`config.mk`:
```
export PLATFORM = sky130hd
export DESIGN_NAME = rmv_ctrl
export DESIGN_NICKNAME = d
export VERILOG_FILES = /design/src/hw/rtl/rmv_pkg.sv /design/src/hw/rtl/rmv_ctrl.sv
export SDC_FILE = /design/constraint.sdc
export NUM_CORES = 1
export LEC_CHECK = 0
export CAP_MARGIN = 10
export CORE_UTILIZATION = 30
export CTS_BUF_LIST = sky130_fd_sc_hd__clkbuf_4
export DETAILED_ROUTE_END_ITERATION = 7
export DONT_BUFFER_PORTS = 1
export SYNTH_ARGS = -nofsm -noshare
export SYNTH_HDL_FRONTEND = slang
export SYNTH_SLANG_ARGS = --single-unit
```
`constraint.sdc`:
```
create_clock -name clock -period 2.12 [get_ports clock]
set_input_delay 0.212 -clock clock [delete_from_list [all_inputs] [get_ports clock]]
set_output_delay 0.212 -clock clock [all_outputs]
set_load 0.01 [all_outputs]
```
`src/hw/rtl/rmv_pkg.sv`:
```
// ----------------------------------------------------------------------------
// rmv_pkg
// Shared widths and controller/datapath interface types for the running
// statistics block.
// ----------------------------------------------------------------------------
`default_nettype none

package rmv_pkg;

   localparam int SAMPLE_WIDTH = 16;
   localparam int FRAC_BITS    = 8;
   localparam int COUNT_WIDTH  = 32;
   localparam int SUM_WIDTH    = 48;
   localparam int SQ_WIDTH     = 64;
   localparam int PROD_WIDTH   = SQ_WIDTH + COUNT_WIDTH;
   localparam int DVD_WIDTH    = PROD_WIDTH + FRAC_BITS;
   localparam int DVR_WIDTH    = 2 * COUNT_WIDTH;
   localparam int QUO_WIDTH    = 64;
   localparam int MEAN_WIDTH   = 24;
   localparam int VAR_WIDTH    = 39;
   localparam int STEP_WIDTH   = 7;

   // iteration counts of the serial units
   localparam int MUL_STEPS  = SUM_WIDTH;
   localparam int MEAN_STEPS = SUM_WIDTH + FRAC_BITS;
   localparam int VAR_STEPS  = DVD_WIDTH;

   typedef struct packed {
      logic update;
      logic mul_load;
      logic mul_step;
      logic divm_load;
      logic div_step;
      logic mean_take;
      logic divv_load;
      logic out_load;
   } cmd_type;

   typedef struct packed {
      logic out_free;
   } status_type;

endpackage

`default_nettype wire

```
`src/hw/rtl/rmv_ctrl.sv`:
```
// ----------------------------------------------------------------------------
// rmv_ctrl
// Sequencer: update, serial multiplies, mean divide, variance divide, output.
// ----------------------------------------------------------------------------
`default_nettype none

module rmv_ctrl (
   input  wire                  clock,
   input  wire                  reset,
   input  wire                  req_tvalid,
   output logic                 req_tready,
   input  rmv_pkg::status_type  status,
   output rmv_pkg::cmd_type     cmd
);

   localparam logic [2:0] ST_IDLE  = 3'd0;
   localparam logic [2:0] ST_SETUP = 3'd1;
   localparam logic [2:0] ST_MUL   = 3'd2;
   localparam logic [2:0] ST_DIVM  = 3'd3;
   localparam logic [2:0] ST_MTAKE = 3'd4;
   localparam logic [2:0] ST_DIVV  = 3'd5;
   localparam logic [2:0] ST_DONE  = 3'd6;

   localparam logic [rmv_pkg::STEP_WIDTH-1:0] MUL_LAST  =
      rmv_pkg::STEP_WIDTH'(rmv_pkg::MUL_STEPS - 1);
   localparam logic [rmv_pkg::STEP_WIDTH-1:0] MEAN_LAST =
      rmv_pkg::STEP_WIDTH'(rmv_pkg::MEAN_STEPS - 1);
   localparam logic [rmv_pkg::STEP_WIDTH-1:0] VAR_LAST  =
      rmv_pkg::STEP_WIDTH'(rmv_pkg::VAR_STEPS - 1);

   logic [2:0]                      state_ff, state_in;
   logic [rmv_pkg::STEP_WIDTH-1:0]  step_ff, step_in;

   always_comb begin
      state_in   = state_ff;
      step_in    = step_ff + 1'b1;
      cmd        = '0;
      req_tready = 1'b0;
      case (state_ff)
         ST_IDLE: begin
            req_tready = 1'b1;
            if (req_tvalid) begin
               cmd.update = 1'b1;
               state_in   = ST_SETUP;
            end
         end
         ST_SETUP: begin
            cmd.mul_load = 1'b1;
            step_in      = '0;
            state_in     = ST_MUL;
         end
         ST_MUL: begin
            cmd.mul_step = 1'b1;
            if (step_ff == MUL_LAST) begin
               cmd.divm_load = 1'b1;
               step_in       = '0;
               state_in      = ST_DIVM;
            end
         end
         ST_DIVM: begin
            cmd.div_step = 1'b1;
            if (step_ff == MEAN_LAST) begin
               state_in = ST_MTAKE;
            end
         end
         ST_MTAKE: begin
            cmd.mean_take = 1'b1;
            cmd.divv_load = 1'b1;
            step_in       = '0;
            state_in      = ST_DIVV;
         end
         ST_DIVV: begin
            cmd.div_step = 1'b1;
            if (step_ff == VAR_LAST) begin
               state_in = ST_DONE;
            end
         end
         ST_DONE: begin
            if (status.out_free) begin
               cmd.out_load = 1'b1;
               state_in     = ST_IDLE;
            end
         end
         default: begin
            state_in = ST_IDLE;
         end
      endcase
   end

   always_ff @(posedge clock) begin
      if (reset) begin
         state_ff <= ST_IDLE;
         step_ff  <= '0;
      end else begin
         state_ff <= state_in;
         step_ff  <= step_in;
      end
   end

endmodule

`default_nettype wire

```
=== Word-level counts from Yosys, hierarchy flattened ===
Index checks and enable logic that the tools add are counted.

* Register bits: 10
* Latch bits: 0
* Bits in writable memories: 0
* ROM bits: 0
* Bits of input ports: 4
* Output and inout port bits: 9
* Word-level logic and storage cells: 39
* Memories: 0

* Add/subtract/negate cells: 1
* Multipliers: 0
* Divide/modulo/power cells: 0
* Magnitude comparators: 0
* Eq/ne operators: 14
* Shifts and indexed selects: 0
* Muxes and demuxes: 18
* Bitwise gates (word level): 0
* Reductions and logical operators: 4

{| class="wikitable"
|+ Operators with widths
! cell !! count
|-
| case mux 3 bit (7 select lines) || 1
|-
| 2-to-1 mux 3 bit || 5
|-
| == test 7 x 6 -> 1 bit, second input constant || 2
|-
| case mux 7 bit (2 select lines) || 1
|-
| != test 2 bit, second input constant || 5
|-
| == test 3 bit, second input constant || 3
|-
| 2-to-1 mux 1 bit || 8
|-
| adder 7 x 1 -> 7 bit, second input constant || 1
|-
| == test 7 bit, second input constant || 1
|-
| 2-to-1 mux 7 bit || 1
|-
| == test 3 x 2 -> 1 bit, second input constant || 2
|-
| AND reduction 5 bit || 1
|-
| 2-to-1 mux 2 bit || 2
|-
| OR reduction 2 bit || 2
|-
| == test 3 x 1 -> 1 bit, second input constant || 1
|-
| zero test 3 bit || 1
|}

=== Logic depth before layout (Yosys ltp) ===
Gate-level depths: netlist of run 1.

* Word-level depth: 3
* Gate-level depth with buffers: 5
* Gate-level depth less buffers: 5

=== Least setup slack after synthesis of run 1 ===
No wires, ideal clock.

* Path kind: register to register
* Start point: reg step_ff[0] (netlist bit)
* End point: reg step_ff[4] (netlist bit)
* Library setup time: 0.115 ns
* Arrival: 1.297 ns
* Required time: 2.005 ns
* Setup slack: 0.709 ns
* Cell stages (with the launch flop): 6
* Cells stage by stage: dfxtp_1 > ha_1 > nand4_4 > nor4b_4 > or2_4 > nor2_1

* Longest elaborated chain between the ends: 3
* Elaborated cells between the ends (all ways): 4
* Classes of those cells: 1 x add/sub; 1 x eq/ne; 2 x mux

{| class="wikitable"
|+ RTL lines
! item !! RTL line !! RTL
|-
| start: declaration || rmv_ctrl.sv:32 || <nowiki>logic [rmv_pkg::STEP_WIDTH-1:0] step_ff, step_in;</nowiki>
|-
| start signal: assignment || rmv_ctrl.sv:96 || <nowiki>step_ff <= step_in;</nowiki>
|-
| adder 7 x 1 -> 7 bit / == test 7 x 6 -> 1 bit (equally long branches) || rmv_ctrl.sv:36, rmv_ctrl.sv:54 ||
|-
| 2-to-1 mux 7 bit || rmv_ctrl.sv:54 || <nowiki>if (step_ff == MUL_LAST) begin</nowiki>
|-
| case mux 7 bit (2 select lines) * || rmv_ctrl.sv:39 || <nowiki>case (state_ff)</nowiki>
|}

Every way passes the cells marked *; elsewhere a longest branch is shown, timed or not.
A chain may end at the register's enable or synchronous reset.

==> impl_metrics.env, run 1 <==
export IMPL_antenna_diode_count=0
export IMPL_worst_ep_arrival_time_ns=1.40
export IMPL_critical_path_startpoint_type="register"
export IMPL_vias=445
export IMPL_netlist_instances=66
export IMPL_synth_area_in_simple_gates=0.3719
export IMPL_numPortBuffers=0
export IMPL_antenna_violations_before_repair=0
export IMPL_hpwl_um=748.6
export IMPL_start_util=0.3361
export IMPL_clock_sink_count=10
export IMPL_core_rowCount=15
export IMPL_synth_seq_area_share=0.3306
export IMPL_tritoncts_num_buffers=3
export IMPL_critical_path_max_stage_delay_ns=0.37
export IMPL_synth_largest_area_cell="dfxtp_1"
export IMPL_synth_yosys_warnings=0
export IMPL_peakVddDrop_mv=0.4599
export IMPL_share_of_synthesized_flip_flops_with_an_asynchronous_set_or_reset=0
export IMPL_clkTransAtPathRegs_ns=0.08
export IMPL_firstDrtPassIters=3
export IMPL_vias_per_cell=4.734
export IMPL_synth_edff_count=0
export IMPL_area_sequential_um2=200.2
export IMPL_gp_routability_congestion=0.7814
export IMPL_cts_resized=0
export IMPL_hold_viol=0
export IMPL_maxSlewViolCount=0
export IMPL_layout_area_overhead_vs_synth_pct=10.33
export IMPL_postRouteAntennaNets=0
export IMPL_synth_top_family_by_area="simple AND/OR/NAND/NOR gates"
export IMPL_proportion_of_layout_cells_with_a_drive_suffix_above_1=0.2029
export IMPL_power_per_cell_area_nw_per_um2=938.4
export IMPL_combined_buffer_and_inverter_count_along_the_critical_path=0
export IMPL_ys_seq_elements=10
export IMPL_drc=0
export IMPL_postCtsSetupBuffers=0
export IMPL_relSlewSlack=0.6851
export IMPL_critical_path_max_fanout=4
export IMPL_yosysUniqueCellTypes=35
export IMPL_synth_cells_most_frequent="11 x nor2_1, 10 x dfxtp_1, 5 x xnor2_1"
export IMPL_leakagePower_nw=0.2297
export IMPL_post_synth_xor_area_fraction=0.08678
export IMPL_synth_mux_area_fraction=0
export IMPL_drt_iter0_markers=1
export IMPL_average_cell_area_after_synthesis_um2=9.175
export IMPL_die_width_um=46.93
export IMPL_clock_root_buffer="clkbuf_4"
export IMPL_outcome="complete, no violations"
export IMPL_classification_of_the_worst_setup_path="register to output port"
export IMPL_timing_final_crit_period_ns=1.617
export IMPL_worstMarginPinSlew_ns=0.4717
export IMPL_yosysTopAreaCellShare=0.3306
export IMPL_overflow=0
export IMPL_multi_input_combinational_cell_area_um2=377.9
export IMPL_htreeDepth=1
export IMPL_final_hold_worst_slack_ns=0.1946
export IMPL_pin_count=13
export IMPL_final_net_count=75
export IMPL_worst_path_dominant_cell_family="simple AND/OR/NAND/NOR gates"
export IMPL_synth_compound_area_share=0.1446
export IMPL_drv_max_cap_violation_count=0
export IMPL_core_area_um2=1802
export IMPL_synthesis_nets=71
export IMPL_synth_flop_cell="dfxtp_1"
export IMPL_standard_cell_with_the_maximum_stage_delay_on_the_critical_path="nor4b_4"
export IMPL_track_usage=0.1131
export IMPL_hold_path_class="primary input to register"
export IMPL_worst_ep_required_time_ns=1.91
export IMPL_fin_tns_setup_ns=0
export IMPL_crit_path_cell_chain="ha_1 -> nand4_4 -> nor4b_4"
export IMPL_synth_most_common_cell="nor2_1"
export IMPL_min_period_over_period=0.7627
export IMPL_fmaxAchievable_ghz=0.6185
export IMPL_total_routed_length_mm=1.046
export IMPL_routed_wire_length_per_instance_um=11.13
export IMPL_rsz0062_at_grt="no"
export IMPL_worst_clock_skew_ns=0.01378
export IMPL_number_of_global_route_vias_before_repair=398
export IMPL_rrSetupSlack_ns=0.61
export IMPL_worstSkewPairLatency_ns=0.27
export IMPL_cts_max_path_buffers=2
export IMPL_synth_area_top_cells="dfxtp_1 33%, xnor2_1 7.2%, nor2_1 6.8%"
export IMPL_synth_cell_area_um2=605.6
export IMPL_wire_length_of_the_first_global_routing_pass_mm=1.697
export IMPL_final_setup_viol_count=0
export IMPL_die_area_um2=2202
export IMPL_timing_critical_path_to_type="output port"
export IMPL_holdBufCountCts=1
export IMPL_synth_adder_area_share=0.02066
export IMPL_die_h_um=46.93
export IMPL_largest_net_degree_at_the_start_of_global_routing=15
export IMPL_clock_tree_from_tritoncts="done"
export IMPL_fillerInstances=190
path summary, 6_finish.rpt:
check,startpoint,to,cells after the start
worst max-delay path,step_ff[0],cmd[4],3
worst min-delay path,reset,state_ff[1],2
worst max register to register,step_ff[0],step_ff[0],5
worst min register to register,step_ff[0],step_ff[0],1
layout by cell type (no fill, tap or decap), types with 2 or more instances in the layout:
master,count
nor2_1,11
dfxtp_1,10
a21oi_1,2
nor3b_1,2
buf_4,2
nor3_2,2
clkbuf_4,3
inv_1,2
nand3_1,2
nand2b_1,3
xnor2_1,5
per-stage QoR:
step / cells / util / cell area, µm² / total power [mW] / setup slack [ns]
final: 94 / 0.3708 / 668.1 / 0.6270 / 0.5031
after CTS: 94 / 0.3708 / 668.1 / 0.6371 / 0.4739
after global routing: 94 / 0.3708 / 668.1 / 0.6816 / 0.3784
after detailed placement: 89 / 0.3507 / 631.9 / 0.4970 / 0.6068
after floorplan: 66 / - / 605.6 / 0.4551 / 0.7087
after global placement: 89 / 0.3507 / 631.9 / 0.4966 / 0.6150
registers in the layout (all words and copies together), names as in the netlist:
| register | count |
|---|---|
| step_ff | 7 |
| state_ff | 3 |
layout make-up:
type | instances | area share
inverter | 2 | 0.01124
sequential | 10 | 0.2996
clock inverter | 1 | 0.005618
multi-input combinational | 50 | 0.5655
tap | 25 | 0.04682
timing repair buffer | 3 | 0.03745
clock buffer | 3 | 0.03371
kinds of logic (layout without fill, tap and decap cells):
family	count (synthesis)	count (layout)
DFF	10	10
adders and majority gates	1	1
and+or+nand+nor	32	32
xor gates and xnor gates	6	6
AOI/OAI and AO/OA	11	11
buffers and inverters	6	9
metal layers:
| metal | GRT usage | up-vias | wire (µm) |
|---|---|---|---|
| li1 | - | 239 | - |
| met2 | 0.1778 | 11 | 460 |
| met4 | 0.03429 | 0 | 16 |
| met1 | 0.1352 | 193 | 508 |
| met5 | 0 | - | 0 |
| met3 | 0.05769 | 2 | 61 |
power by group:
part / total, mW / switching [mW] / internal (mW)
registers: 0.258 / 0.0395 / 0.218
logic: 0.236 / 0.123 / 0.113
clock network: 0.133 / 0.0655 / 0.0678
Power figures use the tool's default switching activity.
==> run 2, diff against run 1 <==
==> constraint.sdc (replaced) <==
create_clock -name clock -period 1.6 [get_ports clock]
set_input_delay 0.16 -clock clock [delete_from_list [all_inputs] [get_ports clock]]
set_output_delay 0.16 -clock clock [all_outputs]
set_load 0.01 [all_outputs]
==> impl_metrics.env, run 2 (synthesized netlist as in run 1, its figures left out) <==
export IMPL_postCtsSetupBuffers=0
export IMPL_peakVddDrop_mv=0.6359
export IMPL_tritoncts_num_buffers=3
export IMPL_met3WireLength_um=97
export IMPL_most_flops_register="step_ff"
export IMPL_layout_common_cells="11 x nor2_1, 6 x buf_4, 6 x dfxtp_1"
export IMPL_fraction_of_power_consumed_by_sequential_logic=0.404
export IMPL_core_area_um2=1802
export IMPL_worstSkewPairLatency_ns=0.27
export IMPL_hold_path_class="primary input to register"
export IMPL_netSwitchingPower_mw=0.3389
export IMPL_wire_length_of_the_first_global_routing_pass_mm=2.056
export IMPL_routed_wire_length_per_instance_um=13.00
export IMPL_hold_viol=0
export IMPL_fmaxAchievable_ghz=0.6567
export IMPL_critical_path_max_stage_delay_ns=0.36
export IMPL_leakagePower_nw=0.2501
export IMPL_antenna_violations_before_repair=0
export IMPL_numPortBuffers=0
export IMPL_rsz0062_at_grt="no"
export IMPL_hpwl_um=856
export IMPL_total_routed_length_mm=1.274
export IMPL_reg_top3="step_ff x7, state_ff x3"
export IMPL_internal_power_mw=0.5831
export IMPL_layout_cells_most_common="nor2_1"
export IMPL_rrSetupSlack_ns=0.33
export IMPL_outcome="complete, no violations"
export IMPL_final_hold_worst_slack_ns=0.1306
export IMPL_fillerInstances=199
export IMPL_start_util=0.3361
export IMPL_proportion_of_layout_cells_with_a_drive_suffix_above_1=0.3151
export IMPL_comb_power_share=0.394
export IMPL_layout_area_overhead_vs_synth_pct=18.60
export IMPL_netSwitchingFraction=0.3676
export IMPL_overflow=0
export IMPL_largest_register_ff_count=7
export IMPL_vias_per_cell=5.133
export IMPL_fin_ws_ns=0.07712
export IMPL_firstDrtPassIters=4
export IMPL_clock_sink_count=10
export IMPL_crit_path_cell_chain="ha_4 -> nand4_4 -> nor4b_4 -> buf_4"
export IMPL_power_per_cell_area_nw_per_um2=1284
export IMPL_largest_net_degree_at_the_start_of_global_routing=15
export IMPL_worst_ep_arrival_time_ns=1.36
export IMPL_cts_max_path_buffers=2
export IMPL_worstMarginPinSlew_ns=0.3876
export IMPL_gp_routability_congestion=0.7085
export IMPL_drt_iter0_markers=11
export IMPL_whs_endpoint="state_ff[1]"
export IMPL_timing_critical_path_to_type="output port"
export IMPL_clock_tree_from_tritoncts="done"
export IMPL_met2RoutedLength_um=604
export IMPL_final_setup_viol_count=0
export IMPL_die_area_um2=2202
export IMPL_worst_clock_skew_ns=0.01094
export IMPL_final_core_util=0.3986
export IMPL_min_period_over_period=0.9518
export IMPL_maxUsedRoutingLayer="met4"
export IMPL_worst_r2r_endpoint="step_ff[3]"
export IMPL_die_h_um=46.93
export IMPL_timing_hold_worst_path_depth=2
export IMPL_number_of_global_route_vias_before_repair=471
export IMPL_core_rowCount=15
export IMPL_final_net_count=79
export IMPL_critical_path_startpoint_type="register"
export IMPL_maxSlewViolCount=0
export IMPL_holdCritStartpoint="reset"
export IMPL_drc=0
export IMPL_met1_length_um=566
export IMPL_vias=503
export IMPL_antenna_diode_count=0
export IMPL_classification_of_the_worst_setup_path="register to output port"
export IMPL_worst_ep_required_time_ns=1.44
export IMPL_reg2reg_from="step_ff[1]"
export IMPL_total_power_mw=0.9220
export IMPL_postRouteAntennaNets=0
export IMPL_track_usage=0.1374
export IMPL_timing_final_crit_period_ns=1.523
export IMPL_drv_max_cap_violation_count=0
export IMPL_clock_root_buffer="clkbuf_4"
export IMPL_pin_count=13
export IMPL_power_clock_fraction=0.202
export IMPL_preCtsSetupSlack_ns=0.1658
export IMPL_htreeDepth=1
export IMPL_fin_tns_setup_ns=0
export IMPL_relSlewSlack=0.7411
export IMPL_length_in_cells_of_the_worst_reg_to_reg_path=5
export IMPL_standard_cell_with_the_maximum_stage_delay_on_the_critical_path="dfxtp_2"
export IMPL_critical_path_max_fanout=4
export IMPL_die_width_um=46.93
export IMPL_clkTransAtPathRegs_ns=0.08
## run 2: cell types whose count changed in the layout (fill, tap and decap cells not counted)
cell / change
dfxtp_2: +3
ha_1: -1
ha_4: +1
buf_4: +4
dfxtp_1: -4
dfxtp_4: +1
## run 2: what timing repair did
| action | in CTS | in global routing |
|---|---|---|
| setup endpoints to repair | 1 | 1 |
| resized for setup | 4 | 3 |
| hold buffers | 1 | 0 |
| pin swaps | 0 | 2 |
| hold endpoints to repair | 2 | 0 |
## run 2: power by group through the flow
stage	Clock (mW)	Combinational (mW)	Sequential [mW]
2_1_floorplan	0	0.275	0.328
3_3_place_gp	0	0.343	0.355
3_5_place_dp	0	0.347	0.359
4_1_cts	0.196	0.359	0.364
5_1_grt	0.211	0.405	0.379
6_report	0.187	0.363	0.372
## run 2: worst max path at each step
stage          slack, ns  cells past startpoint  startpoint         end
6_report            0.08                      4  step_ff[1]      cmd[4]
5_1_grt            0.003                      4  step_ff[1]      cmd[4]
4_1_cts             0.02                      4  step_ff[0]      cmd[4]
3_5_place_dp        0.17                      5  step_ff[0]  step_ff[4]
2_1_floorplan       0.19                      5  step_ff[0]  step_ff[4]
3_3_place_gp        0.18                      5  step_ff[0]  step_ff[4]
## run 2: area by class of cell
class,instances,area (µm²),share of cell area
repair buffers,7,55.05,0.07666
clock inverters,1,3.754,0.005226
multi-input cells,50,390.4,0.5436
well taps,25,31.28,0.04355
clock buffers,3,22.52,0.03136
inverters,2,7.507,0.01045
flip-flops and latches,10,207.7,0.2892
## run 2: routing by layer
metal  GRT usage  vias up
met5           0        -
met4     0.03429        0
met3     0.06923        2
met2      0.2139       18
met1      0.1694      238
li1            -      245
## run 2: critical path, delay by kind of cell, from the launching register on
| kind | cells | cell delay [ns] |
|---|---|---|
| simple gates | 2 | 0.41 |
| flops | 1 | 0.36 |
| buf+inv | 1 | 0.17 |
| fa+ha+maj | 1 | 0.17 |
## run 2: stage by stage
stage / instance area (µm²) / std cells
floorplan: 605.6 / 66
global placement: 661.9 / 93
detailed placement: 661.9 / 93
CTS: 713.2 / 98
global route: 718.2 / 98
finish: 718.2 / 98
==> run 3, diff against run 2 <==
--- a/config.mk
+++ b/config.mk
@@ -6,6 +6,7 @@
 export NUM_CORES = 1
 export LEC_CHECK = 0
 export CAP_MARGIN = 10
+export CORE_ASPECT_RATIO = 1.1
 export CORE_UTILIZATION = 30
 export CTS_BUF_LIST = sky130_fd_sc_hd__clkbuf_4
 export DETAILED_ROUTE_END_ITERATION = 7
==> impl_metrics.env, run 3 (synthesized netlist as in run 1, its figures left out) <==
export IMPL_overflow=0
export IMPL_largest_register_ff_count=7
export IMPL_timing_hold_worst_path_depth=2
export IMPL_length_in_cells_of_the_worst_reg_to_reg_path=5
export IMPL_relSlewSlack=0.7343
export IMPL_leakagePower_nw=0.2487
export IMPL_drt_iter0_markers=4
export IMPL_standard_cell_with_the_maximum_stage_delay_on_the_critical_path="dfxtp_4"
export IMPL_critical_path_max_stage_delay_ns=0.36
export IMPL_maxSlewViolCount=0
export IMPL_antenna_diode_count=0
export IMPL_drv_max_cap_violation_count=0
export IMPL_vias_per_cell=4.929
export IMPL_final_setup_viol_count=0
export IMPL_clock_tree_from_tritoncts="done"
export IMPL_outcome="complete, no violations"
export IMPL_hpwl_um=821.8
export IMPL_start_util=0.3288
export IMPL_power_per_cell_area_nw_per_um2=1246
export IMPL_fmaxAchievable_ghz=0.6665
export IMPL_core_area_um2=1842
export IMPL_layout_area_overhead_vs_synth_pct=18.18
export IMPL_peakVddDrop_mv=0.5444
export IMPL_die_width_um=44.84
export IMPL_timing_critical_path_to_type="output port"
export IMPL_critical_path_max_fanout=4
export IMPL_track_usage=0.1171
export IMPL_htreeDepth=1
export IMPL_min_period_over_period=0.9377
export IMPL_most_flops_register="step_ff"
export IMPL_total_routed_length_mm=1.130
export IMPL_clkTransAtPathRegs_ns=0.06
export IMPL_layout_cells_most_common="nor2_1"
export IMPL_worst_ep_arrival_time_ns=1.34
export IMPL_final_net_count=79
export IMPL_largest_net_degree_at_the_start_of_global_routing=15
export IMPL_layout_common_cells="11 x nor2_1, 7 x dfxtp_1, 6 x buf_4"
export IMPL_hold_viol=0
export IMPL_classification_of_the_worst_setup_path="register to output port"
export IMPL_hold_path_class="primary input to register"
export IMPL_drc=0
export IMPL_wire_length_of_the_first_global_routing_pass_mm=1.897
export IMPL_preCtsSetupSlack_ns=0.1655
export IMPL_firstDrtPassIters=4
export IMPL_number_of_global_route_vias_before_repair=473
export IMPL_proportion_of_layout_cells_with_a_drive_suffix_above_1=0.3056
export IMPL_tritoncts_num_buffers=3
export IMPL_pin_count=13
export IMPL_worst_ep_required_time_ns=1.44
export IMPL_gp_routability_congestion=0.7631
export IMPL_cts_max_path_buffers=2
export IMPL_clock_root_buffer="clkbuf_4"
export IMPL_postRouteAntennaNets=0
export IMPL_postCtsSetupBuffers=0
export IMPL_crit_path_cell_chain="ha_4 -> nand4_4 -> nor4b_4 -> buf_4"
export IMPL_final_core_util=0.3886
export IMPL_die_h_um=49.12
export IMPL_final_cell_area_um2=715.7
export IMPL_die_area_um2=2202
export IMPL_vias=488
export IMPL_fin_ws_ns=0.09966
export IMPL_fin_tns_setup_ns=0
export IMPL_reg_top3="step_ff x7, state_ff x3"
export IMPL_timing_final_crit_period_ns=1.500
export IMPL_worstSkewPairLatency_ns=0.25
export IMPL_placement_cell_area_um2=664.4
export IMPL_core_rowCount=16
export IMPL_clock_sink_count=10
export IMPL_critical_path_startpoint_type="register"
export IMPL_numPortBuffers=0
export IMPL_worst_clock_skew_ns=0.003120
export IMPL_worstMarginPinSlew_ns=0.3950
export IMPL_antenna_violations_before_repair=0
export IMPL_routed_wire_length_per_instance_um=11.41
export IMPL_final_hold_worst_slack_ns=0.1530
[run 3: stage by stage]
step,total power [mW],std cells
CTS,0.8997,99
global route,0.9619,99
floorplan,0.6030,66
detailed placement,0.7104,95
finish,0.8915,99
global placement,0.7090,95
[run 3: critical path: cells and delay by family (launching register included)]
family	cells	cell delay, ns
fa+ha+maj	1	0.16
buf+inv	1	0.17
flops	1	0.36
simple gates	2	0.40
[run 3: path summary, 6_finish.rpt]
path         startpoint          end  slack (ns)
min reg2reg  step_ff[0]   step_ff[0]        0.44
min               reset   step_ff[6]        0.15
max          step_ff[0]       cmd[4]         0.1
max reg2reg  step_ff[0]  state_ff[1]        0.32
[run 3: power breakdown]
group | internal, mW | switching [mW] | total, mW
Sequential | 0.295 | 0.0560 | 0.351
Combinational | 0.198 | 0.179 | 0.377
Clock | 0.0864 | 0.0763 | 0.163
[run 3: per-layer routing]
| layer | vias to the layer above | routed length [µm] | GRT usage |
|---|---|---|---|
| li1 | 247 | - | - |
| met1 | 225 | 519 | 0.1301 |
| met2 | 16 | 543 | 0.1887 |
| met3 | 0 | 67 | 0.04815 |
| met4 | 0 | 0 | 0.05556 |
| met5 | - | 0 | 0 |
[run 3: layout make-up]
class	count	area, µm²
clock buffers	3	22.52
fillers	197	1126
inverters	2	7.507
multi-input cells	50	390.4
flip-flops and latches	10	206.4
well taps	27	33.78
repair buffers	7	55.05
[run 3: what timing repair did]
item                                    CTS  global route
endpoints found under the setup margin    1             1
gates resized for setup                   3             3
pin swaps                                 0             1
cloned                                    0             0
hold buffers                              1             0
hold endpoints to repair                  2             0
